[src/eil_pkg.sv]
// shared types, constants and helpers of the image extremum locator
package eil_pkg;

  localparam int MAX_WIDTH   = 4096;
  localparam int MAX_HEIGHT  = 4096;
  localparam int SAMPLE_BITS = 32;

  localparam int CNT_W  = 12;  // column and row counters
  localparam int SIZE_W = 13;  // image width and height
  localparam int RAD_W  = 12;  // window radius
  localparam int RSQ_W  = 2 * RAD_W;
  localparam int DSQ_W  = 2 * CNT_W + 1;
  localparam int DIF_W  = CNT_W + 2;
  localparam int IDX_W  = 24;  // linear pixel index
  localparam int POS_W  = IDX_W + 1;
  localparam int CFG_W  = 13;
  localparam int CIX_W  = 3;

  localparam logic [CIX_W-1:0] REG_IMAGE_WIDTH   = 3'd0;
  localparam logic [CIX_W-1:0] REG_IMAGE_HEIGHT  = 3'd1;
  localparam logic [CIX_W-1:0] REG_WINDOW_RADIUS = 3'd2;
  localparam logic [CIX_W-1:0] REG_FIND_LOWEST   = 3'd3;
  localparam logic [CIX_W-1:0] REG_WINDOW_ENABLE = 3'd4;

  localparam logic [SIZE_W-1:0] RST_WIDTH  = SIZE_W'(64);
  localparam logic [SIZE_W-1:0] RST_HEIGHT = SIZE_W'(64);
  localparam logic [RAD_W-1:0]  RST_RADIUS = RAD_W'(8);

  localparam logic signed [SAMPLE_BITS-1:0] SAMPLE_MAX = {1'b0, {(SAMPLE_BITS-1){1'b1}}};
  localparam logic signed [SAMPLE_BITS-1:0] SAMPLE_MIN = {1'b1, {(SAMPLE_BITS-1){1'b0}}};
  localparam logic signed [POS_W-1:0]       POS_NONE   = {POS_W{1'b1}};

  typedef struct packed {
    logic [SIZE_W-1:0] width;
    logic [SIZE_W-1:0] height;
    logic [RSQ_W-1:0]  radius_sq;
    logic              find_lowest;
    logic              window_enable;
  } cfg_t;

  // pixel as taken from the input channel
  typedef struct packed {
    logic [SAMPLE_BITS-1:0] sample;
    logic [CNT_W-1:0]       col;
    logic [CNT_W-1:0]       row;
    logic                   first;
    logic                   last;
  } pix_t;

  // pixel with its distance and index worked out
  typedef struct packed {
    logic [SAMPLE_BITS-1:0] sample;
    logic [DSQ_W-1:0]       dist_sq;
    logic [IDX_W-1:0]       index;
    logic                   first;
    logic                   last;
  } geo_t;

  function automatic logic [SIZE_W-1:0] clamp_size(input logic [SIZE_W-1:0] v,
                                                   input logic [SIZE_W-1:0] hi);
    logic [SIZE_W-1:0] res;
    if (v == '0) begin
      res = SIZE_W'(1);
    end else if (v > hi) begin
      res = hi;
    end else begin
      res = v;
    end
    return res;
  endfunction

endpackage

[src/image_extremum_locator.sv]
// top level of the image extremum locator
//
// Pixels of one or more images enter on the in_ channel in raster order, one
// request per pixel. For each image the block finds the largest sample (or the
// smallest when find_lowest is set) and its linear index row*width+column, the
// first one winning on ties. With window_enable set, only pixels inside the
// circle of window_radius around (width/2, height/2) count, and the position
// is -1 when none of them beats the start value.
// One result request leaves on the out_ channel for the last pixel of each image.
// An image's last pixel passes the input register, the distance and index
// multipliers and the best compare before out_valid rises. Throughput: one pixel
// per cycle while in_ready is high, set by this three-register pipeline.
// The cfg_ port writes one register per cycle with cfg_wr_en; write it only while
// no pixel is in flight. Registers take effect on the next pixel.
// A synchronous reset clears the counters and the pipeline and loads the register
// defaults (64 x 64, radius 8, maximum search, full image).
// While a result waits on out_ready the block keeps taking pixels; it stalls
// in_ready only when the next finished image reaches the result register.
module image_extremum_locator import eil_pkg::*; (
  input  logic                          clk,
  input  logic                          rst_n,
  input  logic                          in_valid,
  output logic                          in_ready,
  input  logic signed [SAMPLE_BITS-1:0] in_sample,
  output logic                          out_valid,
  input  logic                          out_ready,
  output logic signed [SAMPLE_BITS-1:0] out_extreme_value,
  output logic signed [POS_W-1:0]       out_extreme_position,
  input  logic                          cfg_wr_en,
  input  logic [CIX_W-1:0]              cfg_index,
  input  logic [CFG_W-1:0]              cfg_wdata
);

  logic [SIZE_W-1:0] width_r, width_nxt;
  logic [SIZE_W-1:0] height_r, height_nxt;
  logic [RSQ_W-1:0]  radius_sq_r, radius_sq_nxt;
  logic              lowest_r, lowest_nxt;
  logic              win_en_r, win_en_nxt;
  logic [RAD_W-1:0]  wr_radius;
  cfg_t              cfg;
  logic              en;
  logic              a_valid, b_valid;
  pix_t              a_pix;
  geo_t              b_geo;

  assign wr_radius = cfg_wdata[RAD_W-1:0];

  always_comb begin
    width_nxt     = width_r;
    height_nxt    = height_r;
    radius_sq_nxt = radius_sq_r;
    lowest_nxt    = lowest_r;
    win_en_nxt    = win_en_r;
    if (cfg_wr_en) begin
      case (cfg_index)
        REG_IMAGE_WIDTH:   width_nxt     = cfg_wdata[SIZE_W-1:0];
        REG_IMAGE_HEIGHT:  height_nxt    = cfg_wdata[SIZE_W-1:0];
        REG_WINDOW_RADIUS: radius_sq_nxt = wr_radius * wr_radius;
        REG_FIND_LOWEST:   lowest_nxt    = cfg_wdata[0];
        REG_WINDOW_ENABLE: win_en_nxt    = cfg_wdata[0];
        default: ;
      endcase
    end
  end

  always_ff @(posedge clk) begin
    if (!rst_n) begin
      width_r     <= RST_WIDTH;
      height_r    <= RST_HEIGHT;
      radius_sq_r <= RSQ_W'(RST_RADIUS * RST_RADIUS);
      lowest_r    <= 1'b0;
      win_en_r    <= 1'b0;
    end else begin
      width_r     <= width_nxt;
      height_r    <= height_nxt;
      radius_sq_r <= radius_sq_nxt;
      lowest_r    <= lowest_nxt;
      win_en_r    <= win_en_nxt;
    end
  end

  assign cfg.width         = clamp_size(width_r, SIZE_W'(MAX_WIDTH));
  assign cfg.height        = clamp_size(height_r, SIZE_W'(MAX_HEIGHT));
  assign cfg.radius_sq     = radius_sq_r;
  assign cfg.find_lowest   = lowest_r;
  assign cfg.window_enable = win_en_r;

  assign in_ready = en;

  eil_scan u_scan (
    .clk       (clk),
    .rst_n     (rst_n),
    .cfg       (cfg),
    .en        (en),
    .in_valid  (in_valid),
    .in_sample (in_sample),
    .a_valid   (a_valid),
    .a_pix     (a_pix)
  );

  eil_geom u_geom (
    .clk     (clk),
    .rst_n   (rst_n),
    .cfg     (cfg),
    .en      (en),
    .a_valid (a_valid),
    .a_pix   (a_pix),
    .b_valid (b_valid),
    .b_geo   (b_geo)
  );

  eil_track u_track (
    .clk                  (clk),
    .rst_n                (rst_n),
    .cfg                  (cfg),
    .b_valid              (b_valid),
    .b_geo                (b_geo),
    .en                   (en),
    .out_valid            (out_valid),
    .out_ready            (out_ready),
    .out_extreme_value    (out_extreme_value),
    .out_extreme_position (out_extreme_position)
  );

endmodule

[src/eil_scan.sv]
// input register and raster position counters
module eil_scan import eil_pkg::*; (
  input  logic                   clk,
  input  logic                   rst_n,
  input  cfg_t                   cfg,
  input  logic                   en,
  input  logic                   in_valid,
  input  logic [SAMPLE_BITS-1:0] in_sample,
  output logic                   a_valid,
  output pix_t                   a_pix
);

  logic [CNT_W-1:0] col_r, col_nxt;
  logic [CNT_W-1:0] row_r, row_nxt;
  logic             a_valid_r, a_valid_nxt;
  pix_t             a_pix_r, a_pix_nxt;
  logic             last_col, last_row;
  logic             accept;

  assign accept   = en && in_valid;
  // a width shrunk mid-image ends the row at once
  assign last_col = ({1'b0, col_r} + SIZE_W'(1)) >= cfg.width;
  assign last_row = ({1'b0, row_r} + SIZE_W'(1)) >= cfg.height;

  always_comb begin
    col_nxt     = col_r;
    row_nxt     = row_r;
    a_valid_nxt = a_valid_r;
    a_pix_nxt   = a_pix_r;
    if (en) begin
      a_valid_nxt = in_valid;
    end
    if (accept) begin
      a_pix_nxt.sample = in_sample;
      a_pix_nxt.col    = col_r;
      a_pix_nxt.row    = row_r;
      a_pix_nxt.first  = (col_r == '0) && (row_r == '0);
      a_pix_nxt.last   = last_col && last_row;
      if (!last_col) begin
        col_nxt = col_r + CNT_W'(1);
      end else begin
        col_nxt = '0;
        row_nxt = last_row ? '0 : row_r + CNT_W'(1);
      end
    end
  end

  always_ff @(posedge clk) begin
    if (!rst_n) begin
      col_r     <= '0;
      row_r     <= '0;
      a_valid_r <= 1'b0;
    end else begin
      col_r     <= col_nxt;
      row_r     <= row_nxt;
      a_valid_r <= a_valid_nxt;
    end
    a_pix_r <= a_pix_nxt;
  end

  assign a_valid = a_valid_r;
  assign a_pix   = a_pix_r;

endmodule

[src/eil_geom.sv]
// squared distance from the center and linear index of each pixel
module eil_geom import eil_pkg::*; (
  input  logic clk,
  input  logic rst_n,
  input  cfg_t cfg,
  input  logic en,
  input  logic a_valid,
  input  pix_t a_pix,
  output logic b_valid,
  output geo_t b_geo
);

  logic signed [DIF_W-1:0]   dx, dy;
  logic signed [2*DIF_W-1:0] dx_sq, dy_sq;
  logic [POS_W-1:0]          row_base;
  logic                      b_valid_r, b_valid_nxt;
  geo_t                      b_geo_r, b_geo_nxt;

  assign dx    = $signed({2'b00, a_pix.col}) - $signed({2'b00, cfg.width[SIZE_W-1:1]});
  assign dy    = $signed({2'b00, a_pix.row}) - $signed({2'b00, cfg.height[SIZE_W-1:1]});
  assign dx_sq = dx * dx;
  assign dy_sq = dy * dy;
  assign row_base = {{(POS_W-CNT_W){1'b0}}, a_pix.row} * {{(POS_W-SIZE_W){1'b0}}, cfg.width};

  always_comb begin
    b_valid_nxt = b_valid_r;
    b_geo_nxt   = b_geo_r;
    if (en) begin
      b_valid_nxt       = a_valid;
      b_geo_nxt.sample  = a_pix.sample;
      // both offsets stay below 4096 in magnitude
      b_geo_nxt.dist_sq = {1'b0, dx_sq[DSQ_W-2:0]} + {1'b0, dy_sq[DSQ_W-2:0]};
      b_geo_nxt.index   = row_base[IDX_W-1:0] + {{(IDX_W-CNT_W){1'b0}}, a_pix.col};
      b_geo_nxt.first   = a_pix.first;
      b_geo_nxt.last    = a_pix.last;
    end
  end

  always_ff @(posedge clk) begin
    if (!rst_n) begin
      b_valid_r <= 1'b0;
    end else begin
      b_valid_r <= b_valid_nxt;
    end
    b_geo_r <= b_geo_nxt;
  end

  assign b_valid = b_valid_r;
  assign b_geo   = b_geo_r;

endmodule

[src/eil_track.sv]
// running best compare and result register
module eil_track import eil_pkg::*; (
  input  logic                          clk,
  input  logic                          rst_n,
  input  cfg_t                          cfg,
  input  logic                          b_valid,
  input  geo_t                          b_geo,
  output logic                          en,
  output logic                          out_valid,
  input  logic                          out_ready,
  output logic signed [SAMPLE_BITS-1:0] out_extreme_value,
  output logic signed [POS_W-1:0]       out_extreme_position
);

  logic signed [SAMPLE_BITS-1:0] best_r, best_nxt;
  logic signed [POS_W-1:0]       idx_r, idx_nxt;
  logic                          out_valid_r, out_valid_nxt;
  logic signed [SAMPLE_BITS-1:0] out_value_r, out_value_nxt;
  logic signed [POS_W-1:0]       out_pos_r, out_pos_nxt;
  logic signed [SAMPLE_BITS-1:0] start, cur_best, new_best, smp;
  logic signed [POS_W-1:0]       cur_idx, new_idx;
  logic                          part, better, take, fire;

  // only a finished image can be held up by a full result register
  assign en    = !(b_valid && b_geo.last && out_valid_r && !out_ready);
  assign fire  = en && b_valid;

  assign smp      = $signed(b_geo.sample);
  assign start    = cfg.find_lowest ? SAMPLE_MAX : SAMPLE_MIN;
  assign cur_best = b_geo.first ? start : best_r;
  assign cur_idx  = b_geo.first ? POS_NONE : idx_r;
  assign part     = !cfg.window_enable || (b_geo.dist_sq <= {1'b0, cfg.radius_sq});
  assign better   = cfg.find_lowest ? (smp < cur_best) : (smp > cur_best);
  assign take     = part && ((!cfg.window_enable && b_geo.first) || better);
  assign new_best = take ? smp : cur_best;
  assign new_idx  = take ? $signed({1'b0, b_geo.index}) : cur_idx;

  always_comb begin
    best_nxt      = best_r;
    idx_nxt       = idx_r;
    out_valid_nxt = out_valid_r;
    out_value_nxt = out_value_r;
    out_pos_nxt   = out_pos_r;
    if (out_valid_r && out_ready) begin
      out_valid_nxt = 1'b0;
    end
    if (fire) begin
      if (b_geo.last) begin
        out_valid_nxt = 1'b1;
        out_value_nxt = new_best;
        out_pos_nxt   = new_idx;
        best_nxt      = start;
        idx_nxt       = POS_NONE;
      end else begin
        best_nxt = new_best;
        idx_nxt  = new_idx;
      end
    end
  end

  always_ff @(posedge clk) begin
    if (!rst_n) begin
      best_r      <= SAMPLE_MIN;
      idx_r       <= POS_NONE;
      out_valid_r <= 1'b0;
    end else begin
      best_r      <= best_nxt;
      idx_r       <= idx_nxt;
      out_valid_r <= out_valid_nxt;
    end
    out_value_r <= out_value_nxt;
    out_pos_r   <= out_pos_nxt;
  end

  assign out_valid            = out_valid_r;
  assign out_extreme_value    = out_value_r;
  assign out_extreme_position = out_pos_r;

endmodule

[config.mk]
export PLATFORM = sky130hd
export DESIGN_NAME = image_extremum_locator
export DESIGN_NICKNAME = d
export VERILOG_FILES = /design/src/eil_pkg.sv /design/src/image_extremum_locator.sv /design/src/eil_scan.sv /design/src/eil_geom.sv /design/src/eil_track.sv
export SDC_FILE = /design/constraint.sdc
export NUM_CORES = 2
export LEC_CHECK = 0
export ABC_AREA = 1
export BUFFER_PORTS_ARGS = -buffer_cell sky130_fd_sc_hd__buf_2
export CORE_UTILIZATION = 44
export DETAILED_ROUTE_END_ITERATION = 8
export GPL_TIMING_DRIVEN = 0
export PLACE_DENSITY = 0.64
export SETUP_SLACK_MARGIN = 0.15
export SYNTH_ARGS = -nofsm -noshare
export SYNTH_HDL_FRONTEND = slang
export SYNTH_SLANG_ARGS = --single-unit
[constraint.sdc]
create_clock -name clk -period 11.05 [get_ports clk]
set_clock_uncertainty 0.15 [all_clocks]
set_input_delay 0 -clock clk [delete_from_list [all_inputs] [get_ports clk]]
set_output_delay 0 -clock clk [all_outputs]
set_load 0.02 [all_outputs]
; ---- Word level (Yosys, flattened, before mapping)
; Cells that the tools add are included.
; Widths: inputs -> output; s select.
[word_totals]
ff_bits = 334
input_bits = 53
output_inout_bits = 59
[classes]
add_sub_neg = 8
multipliers = 4
n_lt_le_gt_ge = 7
eq_ne = 4
mux = 17
reduce_logical = 27
[ops]
columns = cell, count
row1 = $mux 32, 4
row2 = $mux 25, 3
row3 = $mux 13, 4
row4 = $mul 13x13->24, 2
row5 = $gt 32x32->1, 1
row6 = $lt 32x32->1, 1
row7 = $add 12x1->13 const B, 2
row8 = $ge 13x13->1, 2
row9 = $gt 13x13->1 const B, 2
row10 = $logic_not 13->1, 2
row11 = $sub 12x12->13, 2
row12 = $add 24x24->25, 1
row13 = $le 25x24->1, 1
row14 = $add 12x1->12 const B, 2
row15 = $add 24x12->24, 1
row16 = $logic_not 12->1, 2
row17 = $mul 12x12->24, 1
row18 = $mul 12x13->24, 1
row19 = $mux 12, 2
row20 = $reduce_and 2->1, 7
row21 = $logic_and 1x1->1, 10
row22 = $eq 3x2->1 const B, 2
row23 = $mux 1, 4
row24 = $eq 3x1->1 const B, 1
row25 = 4 further kinds, 7

; ---- Logic depth before layout (Yosys ltp)
[depth]
word_depth = 8
ltp_mapped = 48
depth_no_buf = 48

; ---- Cells and area by module
; Synthesis repeated with hierarchy kept, for this count alone.
[hier_totals]
hier_cells = 4708
area_unflattened_um2 = 38657.1
[by_module_without_submodules]
columns = module, n_inst, cells_each, area_each_um2, seq_area_each_um2
row1 = eil_geom, 1, 2521, 21371.7, 2512.4
row2 = eil_track, 1, 851, 6816.5, 2872.8
row3 = image_extremum_locator, 1, 885, 6307.3, 1021.0
row4 = eil_scan, 1, 451, 4161.5, 2242.2

; ---- Worst setup path after synthesis
; No wires, ideal clock.
[synth_timing]
kind = reg-to-reg
startpoint = register width_r[6]
endpoint = register u_geom.b_geo_r, in the netlist u_geom.b_geo[50] (data pin)
t_arrival_ps = 8432
required_time_ps = 10641
path_slack_ps = 2209
path_stages_with_launch = 47
n_path_buf = 0
path_cell_list = dfxtp_1 -> inv_1 -> nand4_1 -> nor4_1 -> nand3_1 -> nand2_1 -> inv_1 -> nor2_2 -> inv_1 -> ha_1 -> nand2_1 -> o21ai_1 -> a21oi_1 -> or2_1 -> nand2_1 -> a21oi_1 -> or2_0 -> nand2_1 -> [11 not listed] -> ha_1 -> a21oi_1 -> o21ai_0 -> inv_1 -> o211ai_1 -> a21o_1 -> a21oi_1 -> xor2_1 -> inv_1 -> ha_1 -> a21oi_1 -> nor2_1 -> a211oi_1 -> nand2_1 -> nand2_1 -> nand2_1 -> a21oi_1 -> o21bai_1
[synth_between]
elab_chain_len = 6
[synth_rtl]
columns = item, line_no
row1 = start: declaration, image_extremum_locator.sv:34  ; logic [SIZE_W-1:0] width_r, width_nxt;
row2 = start signal: assignment, image_extremum_locator.sv:74  ; width_r <= width_nxt;
row3 = $gt 13x13->1, eil_pkg.sv:64  ; end else if (v > hi) begin
row4 = $mux 13, eil_pkg.sv:64
row5 = $mux 13 *, eil_pkg.sv:62  ; if (v == '0) begin
row6 = $sub 12x12->13 *, eil_geom.sv:19  ; assign dx = $signed({2'b00, a_pix.col}) - $signed({2'b00, cfg.width[SIZE_W-1:1]});
row7 = $mul 13x13->24 *, eil_geom.sv:21  ; assign dx_sq = dx * dx;
row8 = $add 24x24->25 *, eil_geom.sv:32  ; b_geo_nxt.dist_sq = {1'b0, dx_sq[DSQ_W-2:0]} + {1'b0, dy_sq[DSQ_W-2:0]};
row9 = end signal: assignment, eil_geom.sv:45  ; b_geo_r <= b_geo_nxt;
row10 = end: declaration, eil_geom.sv:17  ; geo_t b_geo_r, b_geo_nxt;
; Mark *: on every way between the ends. The rest lies on a longest branch, timed or not.
; A chain may end at the register's enable or synchronous reset.

; ---- Worst setup path in the final report
[layout_timing]
startpoint = register width_r[12]
endpoint = register u_geom.b_geo_r, in the netlist u_geom.b_geo[47] (data pin)
; The elaborated chain is that of the path after synthesis.

==> results by group <==
Status
  – Status: complete, no violations

Drt
  – Vias per Instance: approximately 5.0
  – Final wirelength: 90.8 mm
  – DRC: 0
  – DRT Pass-1 Iters: 6
  – Avg WL per Cell: 16.2 um
  – Iter 0 DRT Violations: around 1,800
  – Antenna Nets Post-Route: 0
  – Vias: ~28,000

Clock tree
  – Sink Count: between 300 and 400
  – TritonCTS clock tree: done
  – H-tree depth: 2
  – Worst skew pair latency: 540 ps
  – Clock-pin slew of the registers on the worst-case setup and hold paths: approximately 60 ps
  – CTS root buf: clkbuf_16
  – Maximum root-to-sink buffer count: 3
  – Num CTS Buffers: 36

STA
  – Slew Limit Fails: 0
  – Final period util: 0.924
  – Unrepaired setup endpoints after global routing: no
  – Final worst path period need: about 10,000 ps
  – Headroom to the max-slew limit: 0.0753
  – Sum Neg Setup Slack: 0 ps
  – Least-Margin Pin Slew: 1380 ps
  – Final setup fails: 0
  – Endpoints failing hold: 0
  – Hold_ws: roughly 23 ps
  – Achievable Freq: approximately 98 MHz
  – Final WS setup: about 840 ps

Place
  – Number of cells after detailed placement: approximately 5,500
  – DP HPWL: between 70 and 80 mm
  – Gpl congestion: approximately 0.92
  – Place WS: 655 ps
  – # port buffers: ~110

Setup path
  – Crit path capture type: flip-flop
  – Worst path bufs/invs: 9
  – Setup slack, reg-to-reg: about 840 ps
  – CP max-delay cell: fa_1
  – Arr. time, crit path: between 10,000 and 15,000 ps
  – R2R cell count: 37
  – Most used cell, CP: inv_1
  – Cell family with the largest share of critical-path delay: adder cells
  – Critical path class: flip-flop to flip-flop
  – CP max stage delay: 580 ps
  – Reg2reg start: width_r[12]$_SDFFE_PN0P_
  – Crit path required time: around 11,000 ps
  – Worst-path fanout max: 10
  – Reg-to-Reg End: u_geom.b_geo[47]$_DFFE_PN_
  – Startpoint types: flip-flop

Yosys
  – Register bit total from synthesis: about 330
  – YS warnings: 0
  – Sequential area share after synthesis: 0.232
  – Synth cell types: 60
  – Syn Inst Count: approximately 4,200
  – Yosys top cell area share: 0.250
  – Top post-synthesis cells by area: fa_1 (25%), edfxtp_1 (16%), ha_1 (13%)
  – EDFF count, synth: roughly 200
  – Most instantiated cells after synthesis: inv_1 (928), nand2_1 (691), fa_1 (465), ha_1 (386), a21oi_1 (283)
  – Cell with the most instances after synthesis: inv_1
  – Synthesized cell area: about 37,000 um2
  – Synthesized area per cell: approximately 9 um2
  – Synth area leader: fa_1
  – Ys async rst share: 0
  – Top_reg_cell synth: edfxtp_1

Layout
  – Filler cells: between 7,000 and 8,000
  – Fraction of layout cells with a size suffix above 1: 0.0802
  – P&R area growth vs syn: 10.4%
  – Post-route insts no fill: ~5,600
  – Net total in the final layout: 5,351

Worst hold path
  – Worst hold start: in_sample[27]
  – Hold Path Depth: 2
  – WHS Endpoint: u_scan.a_pix[53]$_DFFE_PP_
  – Min-delay worst type: input port to flip-flop

Flow run
  – Max-cap viol count: 0

Global route
  – Total GRT Usage: 0.216
  – Number of global-route vias before repair: around 28,000
  – GR Overflow Total: 0
  – Largest net degree at the start of global routing: between 60 and 70
  – Initial antenna violation count: 0
  – First-pass GRT wire length: between 100 and 150 mm

Floorplanning
  – Die footprint: between 80,000 and 90,000 um2
  – Initial core utilization: 0.444
  – Core Area: 83,700 um2
  – Cell row count: ~110
  – Die Ht: around 300 um
  – Die Width: slightly below 300 um
  – I/O pin cnt: 112
==> cells in the final DEF (no fill, tap or decap), drive strengths merged, types with 5 or more instances in the layout <==
cell type,synthesis,layout
o21ai,149,149
o21a,5,5
nor3,23,23
and2,32,32
a31oi,8,8
clkbuf,77,117
dfxtp,135,135
o21bai,11,11
nand2,722,722
inv,938,941
xnor2,52,52
clkinv,8,24
edfxtp,198,198
nand4,27,27
or2,38,38
fa,465,465
a21oi,316,316
o31ai,8,8
buf,25,138
ha,386,386
a21o,16,16
a211oi,16,16
nand3,177,177
dlygate4sd3,0,62
o211ai,13,13
xor2,97,97
nor4,16,16
nor2,258,258
==> area by class of cell <==
type / instances / area [um2] / share of cell area
diodes: 1 / 2.50 / 0.0000610
plain buffers: 102 / 504 / 0.0123
clock buffers: 40 / 916 / 0.0223
clock inverters: 25 / 214 / 0.00521
inverters: 946 / 3560 / 0.0866
multi-input cells: 2853 / 24600 / 0.598
flip-flops and latches: 333 / 8650 / 0.211
well taps: 1134 / 1420 / 0.0346
repair buffers: 175 / 1220 / 0.0298
==> state kept, by name (all words and copies together), names as in the netlist, 12 cells and up <==
signal,cells
width_r,13
u_track.best_r,32
u_scan.row_r,12
u_track.idx_r,25
u_track.out_extreme_position,25
u_scan.col_r,12
u_scan.a_pix,58
height_r,13
radius_sq_r,23
u_track.out_extreme_value,32
u_geom.b_geo,83
==> how the worst max path moves through the flow <==
| stage | slack, ps | cells after the start | to | startpoint |
|---|---|---|---|---|
| 6_report | 840 | 37 | u_geom.b_geo[47]$_DFFE_PN_ | width_r[12]$_SDFFE_PN0P_ |
| 4_1_cts | 630 | 42 | u_geom.b_geo[50]$_DFFE_PN_ | height_r[10]$_SDFFE_PN0P_ |
| 3_3_place_gp | 830 | 38 | u_geom.b_geo[47]$_DFFE_PN_ | width_r[12]$_SDFFE_PN0P_ |
| 2_1_floorplan | 2210 | 46 | u_geom.b_geo[50]$_DFFE_PN_ | width_r[6]$_SDFFE_PN1P_ |
| 3_5_place_dp | 660 | 42 | u_geom.b_geo[50]$_DFFE_PN_ | height_r[9]$_SDFFE_PN0P_ |
| 5_1_grt | 200 | 46 | u_geom.b_geo[50]$_DFFE_PN_ | width_r[7]$_SDFFE_PN0P_ |
==> cell families after synthesis <==
logic type / Yosys count / synth area share
buf+inv: 1048 / 0.109
other cells: 1 / 0.000101
fa+ha+maj: 851 / 0.380
compound gates: 556 / 0.0853
flops: 333 / 0.232
simple gates: 1295 / 0.157
xor+xnor: 149 / 0.0361
==> per-stage QoR <==
step / area (um2) / util
2_1_floorplan: 37200 / -
3_3_place_gp: 39200 / 0.468
3_5_place_dp: 39200 / 0.469
4_1_cts: 41000 / 0.490
5_1_grt: 41000 / 0.490
6_report: 41000 / 0.491
==> metal layers <==
layer	share of wire	GRT usage
met1	0.44	0.281
met2	0.49	0.382
met3	0.045	0.0209
met4	0.025	0.0573
met5	0	0
==> repair_timing <==
item | CTS | global route
hold buffers | 62 | 0
setup endpoints to repair | 0 | 4
hold endpoints to repair | 99 | 0
setup buffers | 0 | 0
gates resized for setup | 0 | 9
Power is left out: the tool's default activity adds up to more than one toggle a clock period on the data nets, which glitch-free logic cannot reach.
